--- src/rtl/ufm_pkg.sv ---
package ufm_pkg;

    localparam int MAX_FRAME_BYTES_DEF = 2048;

    localparam int CFG_INDEX_W = 8;
    localparam int CFG_DATA_W  = 32;

    localparam logic [CFG_INDEX_W-1:0] CFG_SOURCE_IP   = 8'd0;
    localparam logic [CFG_INDEX_W-1:0] CFG_DEST_IP     = 8'd1;
    localparam logic [CFG_INDEX_W-1:0] CFG_SOURCE_PORT = 8'd2;
    localparam logic [CFG_INDEX_W-1:0] CFG_DEST_PORT   = 8'd3;

    localparam int MAC_FIRST_POS   = 6;
    localparam int MAC_BYTES       = 6;
    localparam int ETYPE_HI_POS    = 12;
    localparam int ETYPE_LO_POS    = 13;
    localparam int IHL_POS         = 14;
    localparam int PROTO_POS       = 23;
    localparam int SIP_FIRST_POS   = 26;
    localparam int DIP_FIRST_POS   = 30;
    localparam int IP_END_POS      = 34;
    localparam int ETH_HDR_BYTES   = 14;
    localparam int UDP_HDR_BYTES   = 8;
    localparam int MIN_IHL_WORDS   = 5;

    localparam logic [15:0] ETHERTYPE_IPV4 = 16'h0800;
    localparam logic [7:0]  PROTO_UDP      = 8'd17;

    typedef enum logic [2:0] {
        STATUS_MATCH     = 3'd0,
        STATUS_SHORT     = 3'd1,
        STATUS_NOT_IPV4  = 3'd2,
        STATUS_NOT_UDP   = 3'd3,
        STATUS_MISMATCH  = 3'd4,
        STATUS_BAD_IHL   = 3'd5
    } status_t;

    typedef struct packed {
        logic [31:0] source_ip;
        logic [31:0] dest_ip;
        logic [15:0] source_port;
        logic [15:0] dest_port;
    } match_cfg_t;

    typedef struct packed {
        logic [47:0] mac;
        logic [15:0] ethertype;
        logic [3:0]  header_words;
        logic [7:0]  protocol;
        logic [31:0] source_ip;
        logic [31:0] dest_ip;
        logic [15:0] source_port;
        logic [15:0] dest_port;
    } frame_fields_t;

endpackage

--- src/rtl/ufm_config.sv ---
module ufm_config
    import ufm_pkg::*;
(
    input  logic                   clk,
    input  logic                   rst_n,
    input  logic                   cfg_valid,
    input  logic [CFG_INDEX_W-1:0] cfg_index,
    input  logic [CFG_DATA_W-1:0]  cfg_data,
    output match_cfg_t             match_cfg
);

    match_cfg_t cfg_reg;
    match_cfg_t cfg_next;

    always_comb
    begin
        cfg_next = cfg_reg;
        if (cfg_valid)
        begin
            case (cfg_index)
                CFG_SOURCE_IP:   cfg_next.source_ip   = cfg_data;
                CFG_DEST_IP:     cfg_next.dest_ip     = cfg_data;
                CFG_SOURCE_PORT: cfg_next.source_port = cfg_data[15:0];
                CFG_DEST_PORT:   cfg_next.dest_port   = cfg_data[15:0];
                default:         cfg_next = cfg_reg;
            endcase
        end
    end

    always_ff @(posedge clk or negedge rst_n)
    begin
        if (!rst_n)
        begin
            cfg_reg <= '0;
        end
        else
        begin
            cfg_reg <= cfg_next;
        end
    end

    assign match_cfg = cfg_reg;

endmodule

--- src/rtl/ufm_capture.sv ---
module ufm_capture
    import ufm_pkg::*;
#(
    parameter int MAX_FRAME_BYTES = MAX_FRAME_BYTES_DEF,
    parameter int POS_W           = $clog2(MAX_FRAME_BYTES + 1)
)
(
    input  logic             clk,
    input  logic             rst_n,
    input  logic             byte_valid,
    input  logic [7:0]       frame_byte,
    input  logic             final_byte,
    output frame_fields_t    fields_upd,
    output logic [POS_W-1:0] length_upd
);

    localparam logic [POS_W-1:0] POS_LIMIT = POS_W'(MAX_FRAME_BYTES);

    logic [POS_W-1:0] pos_reg;
    logic [POS_W-1:0] pos_next;
    frame_fields_t    fields_reg;
    frame_fields_t    fields_next;
    frame_fields_t    upd;
    logic [POS_W-1:0] udp_pos;
    logic             in_range;

    assign udp_pos  = POS_W'(ETH_HDR_BYTES) + POS_W'({fields_reg.header_words, 2'b00});
    assign in_range = (pos_reg < POS_LIMIT);

    always_comb
    begin
        upd = fields_reg;
        if (in_range)
        begin
            for (int i = 0; i < MAC_BYTES; i++)
            begin
                if (pos_reg == POS_W'(MAC_FIRST_POS + i))
                begin
                    upd.mac[8*(MAC_BYTES-1-i) +: 8] = frame_byte;
                end
            end
            if (pos_reg == POS_W'(ETYPE_HI_POS) || pos_reg == POS_W'(ETYPE_LO_POS))
            begin
                upd.ethertype = {fields_reg.ethertype[7:0], frame_byte};
            end
            if (pos_reg == POS_W'(IHL_POS))
            begin
                upd.header_words = frame_byte[3:0];
            end
            if (pos_reg == POS_W'(PROTO_POS))
            begin
                upd.protocol = frame_byte;
            end
            if (pos_reg >= POS_W'(SIP_FIRST_POS) && pos_reg < POS_W'(DIP_FIRST_POS))
            begin
                upd.source_ip = {fields_reg.source_ip[23:0], frame_byte};
            end
            if (pos_reg >= POS_W'(DIP_FIRST_POS) && pos_reg < POS_W'(IP_END_POS))
            begin
                upd.dest_ip = {fields_reg.dest_ip[23:0], frame_byte};
            end
            if (pos_reg > POS_W'(IHL_POS))
            begin
                if (pos_reg == udp_pos || pos_reg == udp_pos + POS_W'(1))
                begin
                    upd.source_port = {fields_reg.source_port[7:0], frame_byte};
                end
                else if (pos_reg == udp_pos + POS_W'(2) || pos_reg == udp_pos + POS_W'(3))
                begin
                    upd.dest_port = {fields_reg.dest_port[7:0], frame_byte};
                end
            end
        end
    end

    assign length_upd = in_range ? pos_reg + POS_W'(1) : pos_reg;
    assign fields_upd = upd;

    always_comb
    begin
        pos_next    = pos_reg;
        fields_next = fields_reg;
        if (byte_valid)
        begin
            if (final_byte)
            begin
                pos_next    = '0;
                fields_next = '0;
            end
            else
            begin
                pos_next    = length_upd;
                fields_next = upd;
            end
        end
    end

    always_ff @(posedge clk or negedge rst_n)
    begin
        if (!rst_n)
        begin
            pos_reg    <= '0;
            fields_reg <= '0;
        end
        else
        begin
            pos_reg    <= pos_next;
            fields_reg <= fields_next;
        end
    end

endmodule

--- src/rtl/ufm_classify.sv ---
module ufm_classify
    import ufm_pkg::*;
#(
    parameter int MAX_FRAME_BYTES = MAX_FRAME_BYTES_DEF,
    parameter int POS_W           = $clog2(MAX_FRAME_BYTES + 1)
)
(
    input  frame_fields_t    fields,
    input  logic [POS_W-1:0] frame_length,
    input  match_cfg_t       match_cfg,
    output status_t          status
);

    logic [POS_W-1:0] udp_end;

    assign udp_end = POS_W'(ETH_HDR_BYTES + UDP_HDR_BYTES)
                   + POS_W'({fields.header_words, 2'b00});

    always_comb
    begin
        if (frame_length < POS_W'(IP_END_POS))
        begin
            status = STATUS_SHORT;
        end
        else if (fields.ethertype != ETHERTYPE_IPV4)
        begin
            status = STATUS_NOT_IPV4;
        end
        else if (fields.protocol != PROTO_UDP)
        begin
            status = STATUS_NOT_UDP;
        end
        else if (fields.header_words < 4'(MIN_IHL_WORDS))
        begin
            status = STATUS_BAD_IHL;
        end
        else if (frame_length < udp_end)
        begin
            status = STATUS_SHORT;
        end
        else if (fields.source_ip != match_cfg.source_ip
              || fields.dest_ip != match_cfg.dest_ip
              || fields.source_port != match_cfg.source_port
              || fields.dest_port != match_cfg.dest_port)
        begin
            status = STATUS_MISMATCH;
        end
        else
        begin
            status = STATUS_MATCH;
        end
    end

endmodule

--- src/rtl/udp_flow_frame_matcher.sv ---
// Ethernet/IPv4/UDP flow filter. Frame bytes enter on the s_axis channel in
// wire order, one item per byte, with tlast set on the last byte of a frame.
// For every frame the block returns one item on the m_axis channel holding a
// status code and the source MAC address of the frame.
// The cfg channel writes the match registers: index 0 source IP, 1 destination
// IP, 2 source port, 3 destination port. Other indexes are ignored, and cfg_ready
// is always high. Registers should be written only while no frame is in flight.
// A byte is accepted every cycle while s_axis_tready is high. The result for a
// frame is presented in the cycle after its last byte is accepted, from a single
// output register.
// When the receiver stalls, the output register holds its item and
// s_axis_tready falls until the item is taken, so bytes are never dropped.
// Reset clears the match registers, the frame capture state and the output
// register. Bytes beyond MAX_FRAME_BYTES in a frame are not counted or captured.
module udp_flow_frame_matcher
    import ufm_pkg::*;
#(
    parameter int MAX_FRAME_BYTES = MAX_FRAME_BYTES_DEF
)
(
    input  logic                   clk,
    input  logic                   rst_n,
    input  logic                   s_axis_tvalid,
    output logic                   s_axis_tready,
    input  logic [7:0]             s_axis_tdata,   // [7:0] frame_byte
    input  logic                   s_axis_tlast,   // final_byte
    output logic                   m_axis_tvalid,
    input  logic                   m_axis_tready,
    output logic [55:0]            m_axis_tdata,   // [2:0] match_status, [50:3] sender_mac
    input  logic                   cfg_valid,
    output logic                   cfg_ready,
    input  logic [CFG_INDEX_W-1:0] cfg_index,
    input  logic [CFG_DATA_W-1:0]  cfg_data
);

    localparam int POS_W = $clog2(MAX_FRAME_BYTES + 1);

    match_cfg_t       match_cfg;
    frame_fields_t    fields_upd;
    logic [POS_W-1:0] length_upd;
    status_t          status;
    logic             in_accept;
    logic             out_valid_reg;
    logic             out_valid_next;
    status_t          out_status_reg;
    logic [47:0]      out_mac_reg;

    assign cfg_ready     = 1'b1;
    assign s_axis_tready = !out_valid_reg || m_axis_tready;
    assign in_accept     = s_axis_tvalid && s_axis_tready;

    ufm_config u_config (
        .clk       (clk),
        .rst_n     (rst_n),
        .cfg_valid (cfg_valid),
        .cfg_index (cfg_index),
        .cfg_data  (cfg_data),
        .match_cfg (match_cfg)
    );

    ufm_capture #(
        .MAX_FRAME_BYTES (MAX_FRAME_BYTES),
        .POS_W           (POS_W)
    ) u_capture (
        .clk        (clk),
        .rst_n      (rst_n),
        .byte_valid (in_accept),
        .frame_byte (s_axis_tdata),
        .final_byte (s_axis_tlast),
        .fields_upd (fields_upd),
        .length_upd (length_upd)
    );

    ufm_classify #(
        .MAX_FRAME_BYTES (MAX_FRAME_BYTES),
        .POS_W           (POS_W)
    ) u_classify (
        .fields       (fields_upd),
        .frame_length (length_upd),
        .match_cfg    (match_cfg),
        .status       (status)
    );

    always_comb
    begin
        out_valid_next = out_valid_reg;
        if (m_axis_tready)
        begin
            out_valid_next = 1'b0;
        end
        if (in_accept && s_axis_tlast)
        begin
            out_valid_next = 1'b1;
        end
    end

    always_ff @(posedge clk or negedge rst_n)
    begin
        if (!rst_n)
        begin
            out_valid_reg <= 1'b0;
        end
        else
        begin
            out_valid_reg <= out_valid_next;
        end
    end

    always_ff @(posedge clk or negedge rst_n)
    begin
        if (!rst_n)
        begin
            out_status_reg <= STATUS_MATCH;
            out_mac_reg    <= '0;
        end
        else if (in_accept && s_axis_tlast)
        begin
            out_status_reg <= status;
            out_mac_reg    <= fields_upd.mac;
        end
    end

    assign m_axis_tvalid = out_valid_reg;
    assign m_axis_tdata  = {5'b0, out_mac_reg, out_status_reg};

endmodule

--- config.mk ---
export PLATFORM = sky130hd
export DESIGN_NAME = udp_flow_frame_matcher
export DESIGN_NICKNAME = d
export VERILOG_FILES = /design/src/rtl/ufm_pkg.sv /design/src/rtl/ufm_config.sv /design/src/rtl/ufm_capture.sv /design/src/rtl/ufm_classify.sv /design/src/rtl/udp_flow_frame_matcher.sv
export SDC_FILE = /design/constraint.sdc
export NUM_CORES = 1
export LEC_CHECK = 0
export BUFFER_PORTS_ARGS = -buffer_cell sky130_fd_sc_hd__buf_2
export CORE_ASPECT_RATIO = 0.5
export CORE_MARGIN = 4
export CORE_UTILIZATION = 42
export DETAILED_ROUTE_END_ITERATION = 10
export GPL_TIMING_DRIVEN = 0
export SKIP_CTS_REPAIR_TIMING = 1
export SLEW_MARGIN = 20
export SYNTH_ARGS = -nofsm -noshare
export SYNTH_HDL_FRONTEND = slang
export SYNTH_HIERARCHICAL = 1
export SYNTH_SLANG_ARGS = --single-unit
export TNS_END_PERCENT = 20
--- constraint.sdc ---
create_clock -name clk -period 5.3 [get_ports clk]
set_input_delay 0.265 -clock clk [delete_from_list [all_inputs] [get_ports clk]]
set_output_delay 0.265 -clock clk [all_outputs]
set_load 0.005 [all_outputs]
==> results.md <==
- The flow ran to the end, but the final reports show violations.
- The final reports fail on hold timing.
- The worst hold path was traced through 2 stages.
- The global-route congestion overflow total is 0.
- At the placement stage, the worst setup path has a slack of 0.0947 ns.
- The total setup violations reported at the end of the flow is 0.
- Measured along the y axis, the die boundary spans 157 um.
- Power spread over the standard cell area amounts to 424 mW/mm^2.
- At the end of the flow, the number of nets in the layout was 2,079.
- The initialized floorplan defines 54 standard-cell rows.
- The iteration count of the initial detailed-routing pass is 5.
- For this design the static power due to leakage is 10.3 nW.
- The time the worst path needs with I/O delays and setup is 5.08 ns.
- The number of flip-flops under the largest register name is 172.
- The first global-routing pass estimated 88.5 mm of wire.
- Across every metal layer, demand over resource in global routing totals 0.241.
- The data arrival at the endpoint of the critical path is 5.49 ns.
- The startpoint of the worst-slack reg-to-reg timing path is u_capture/fields_reg[104].
- The total area inside the core boundary comes to 0.0438 sq mm.
- The initial antenna violation count is 0.
- The worst-case vdd ir drop is 0.254 mV.
- The tightest min-delay check is of the in2reg type.
- The multi-input combinational cells in the finished layout cover a total of 0.00952 sq mm.
- In the final layout, the share of cells above drive strength 1 is 0.200.
- The max-capacitance violation count is 0.
- Counting cells, the worst reg-to-reg path comes to 14.
- The die outline width is 307 um.
- The kind of start point of the critical path is a register.
- Pin placement for this block handled 113 I/O pins.
- The cell at the root of the clock tree is sky130_fd_sc_hd__clkbuf_16.
- The average wire per standard cell is 22.5 um.
- In this run, the number of DRC markers left after iteration 0 of detailed routing was 1,363.
- The total CTS buffers is 34.
- The final max-slew violation count was 0.
- The total inserted antenna cells is 0.
- The clock passes through at most 3 buffers.
- The start point of the worst hold path is cfg_data[18].
- The warning count from the yosys run is 6.
- Including well taps, the total number of placed cells is 2,546.
- The routed layout has 14,800 vias.
- The total wire length after detailed routing is 59.1 mm.
- Dividing the detail-routed via count by the number of cells gives 5.66.
- The HPWL reported at the end of detailed placement is 42.7 mm.
- The reg-to-reg setup timing slack is 0.22 ns.
- TritonCTS built the clock tree.
- STA classifies the critical path endpoint as a register.
- The starting density of the core is 0.428.
- The clock tree synthesis step divided the H-tree into 2 levels.
- In the synthesized netlist, the number of instances is 1,848.
- The end of the worst hold path is u_config/match_cfg[50].
- The total count of hold-check failures in the final report is 2.
- STA puts the critical path data required time at 5.71 ns.
- The clock arrives with 0.0307 ns of skew.
- Setup repair after global routing left no endpoint under its margin.
- The clock net in this run drives a total of 332 sinks.
- Hold timing on the final database bottoms out at a slack of -0.00180 ns.
- Leaving out filler cells and counting taps, the final layout contains 2,623.
- The final antenna-violating net count is 0.
- The share of the clock period used by the worst path is 0.958.
- The average cell area after synthesis is 10.1 sq um.
- Once routing completed, OpenROAD measured the worst setup slack at 0.220 ns.
- The count of input and output buffers is 102.
- The largest fanout of any net on the critical path is 10.
- The die area is 0.0482 sq mm.
- Across the whole layout, storage elements account for 0.00831 sq mm.
- The final RePlAce weighted congestion is 0.902.
- The via count of the first global-routing pass was 14,100.
- In this run the tightest slew margin relative to its limit is 0.183.
- The later pin in the worst-skew pair is clocked with a latency of 0.55 ns.
- The achievable frequency is 197 MHz.
- The setup TNS after final layout is 0 ns.
- Fill cells in the final layout number 4,068.
- The worst-margin pin slew is 1.22 ns.
- The cell area after synthesis is 0.0187 sq mm.
- Clock-pin slew was measured on the worst setup and hold paths at 0.06 ns.
- The remaining design rule violation count is 0.
- In this run the critical register-to-register path is captured at out_status_reg[2].
- The largest net degree at the start of global routing is 89.
- By startpoint and endpoint, the worst setup path is classified as reg2reg.
- The sum of internal, switching and leakage power is 9.10 mW.
- Compared with the post-synthesis result, the final layout area differs by 14.5%.
## cells in the final DEF, fill, tap and decap left out, types with 7 or more instances in the layout
cell type / instances
sky130_fd_sc_hd__a22oi_1: 40
sky130_fd_sc_hd__o2bb2ai_1: 9
sky130_fd_sc_hd__clkinv_2: 7
sky130_fd_sc_hd__xnor2_1: 71
sky130_fd_sc_hd__nor2_1: 54
sky130_fd_sc_hd__nand2_1: 466
sky130_fd_sc_hd__mux2_2: 60
sky130_fd_sc_hd__nor3_1: 7
sky130_fd_sc_hd__clkbuf_8: 9
sky130_fd_sc_hd__a221o_1: 23
sky130_fd_sc_hd__mux2_1: 61
sky130_fd_sc_hd__and3_1: 10
sky130_fd_sc_hd__o21ai_0: 46
sky130_fd_sc_hd__clkbuf_1: 82
sky130_fd_sc_hd__o221ai_1: 59
sky130_fd_sc_hd__mux2_4: 74
sky130_fd_sc_hd__inv_1: 27
sky130_fd_sc_hd__nor2b_1: 14
sky130_fd_sc_hd__nand2b_1: 81
sky130_fd_sc_hd__buf_2: 125
sky130_fd_sc_hd__clkbuf_16: 35
sky130_fd_sc_hd__dlygate4sd3_1: 17
sky130_fd_sc_hd__nand4_1: 22
sky130_fd_sc_hd__buf_4: 13
sky130_fd_sc_hd__a21oi_1: 21
sky130_fd_sc_hd__dfrtp_1: 332
sky130_fd_sc_hd__buf_6: 14
sky130_fd_sc_hd__a22o_1: 18
sky130_fd_sc_hd__nor4_1: 17
sky130_fd_sc_hd__xor2_1: 45
sky130_fd_sc_hd__ha_1: 14
sky130_fd_sc_hd__nand3_1: 10
sky130_fd_sc_hd__o221ai_2: 30
sky130_fd_sc_hd__nand3b_1: 16
## worst max path at each step
| stage | startpoint | to | slack [ns] | depth (start not counted) |
|---|---|---|---|---|
| 2_1_floorplan | u_capture/pos_reg[7] | out_status_reg[2] | 1.74 | 16 |
| 3_3_place_gp | rst_n | out_mac_reg[17] | -2.91 | 1 |
| 3_5_place_dp | u_capture/fields_reg[104] | out_status_reg[2] | 0.09 | 14 |
| 4_1_cts | u_capture/fields_reg[104] | out_status_reg[2] | 0.07 | 14 |
| 5_1_grt | u_capture/fields_reg[104] | out_status_reg[2] | 0.05 | 14 |
| 6_report | u_capture/fields_reg[104] | out_status_reg[2] | 0.22 | 14 |
## worst max-delay path: stages, from the launching register on
cell	delay (ns)
sky130_fd_sc_hd__dfrtp_1	0.47
sky130_fd_sc_hd__inv_1	0.12
sky130_fd_sc_hd__ha_1	0.25
sky130_fd_sc_hd__nand2b_1	0.20
sky130_fd_sc_hd__a2111oi_0	0.68
sky130_fd_sc_hd__o2111ai_1	0.53
sky130_fd_sc_hd__clkbuf_1	0.36
sky130_fd_sc_hd__nand2_1	0.15
sky130_fd_sc_hd__nand2_1	0.13
sky130_fd_sc_hd__xor2_1	0.18
sky130_fd_sc_hd__nor4_1	0.57
sky130_fd_sc_hd__nand4_1	0.24
sky130_fd_sc_hd__nor4_2	0.67
sky130_fd_sc_hd__nor4b_1	0.12
sky130_fd_sc_hd__mux2_4	0.28
## where the power goes
part           switching (mW)  internal [mW]
registers               0.488           3.13
logic                    1.66           1.27
clock network            1.07           1.48
total                    3.21           5.89
## per-layer routing
metal	routed length, um	track usage	vias to the layer above
li1	-	-	6785
met1	27300	0.349	7411
met2	26300	0.376	542
met3	3780	0.0352	103
met4	1780	0.0718	0
met5	0	0	-
## final cells by class
type,instances,area share
clock buffer,48,0.0473
buffer,142,0.0381
clock inverter,12,0.00665
sequential,332,0.387
multi-input combinational,1350,0.444
tap,588,0.0343
inverter,28,0.00490
timing repair buffer,123,0.0373
## through the flow
stage,util,cell area (sq um)
2_1_floorplan,-,18700
3_3_place_gp,0.456,20000
3_5_place_dp,0.459,20100
4_1_cts,0.486,21300
5_1_grt,0.490,21400
6_report,0.490,21400
Note: power is estimated with default switching activity, not from simulation.
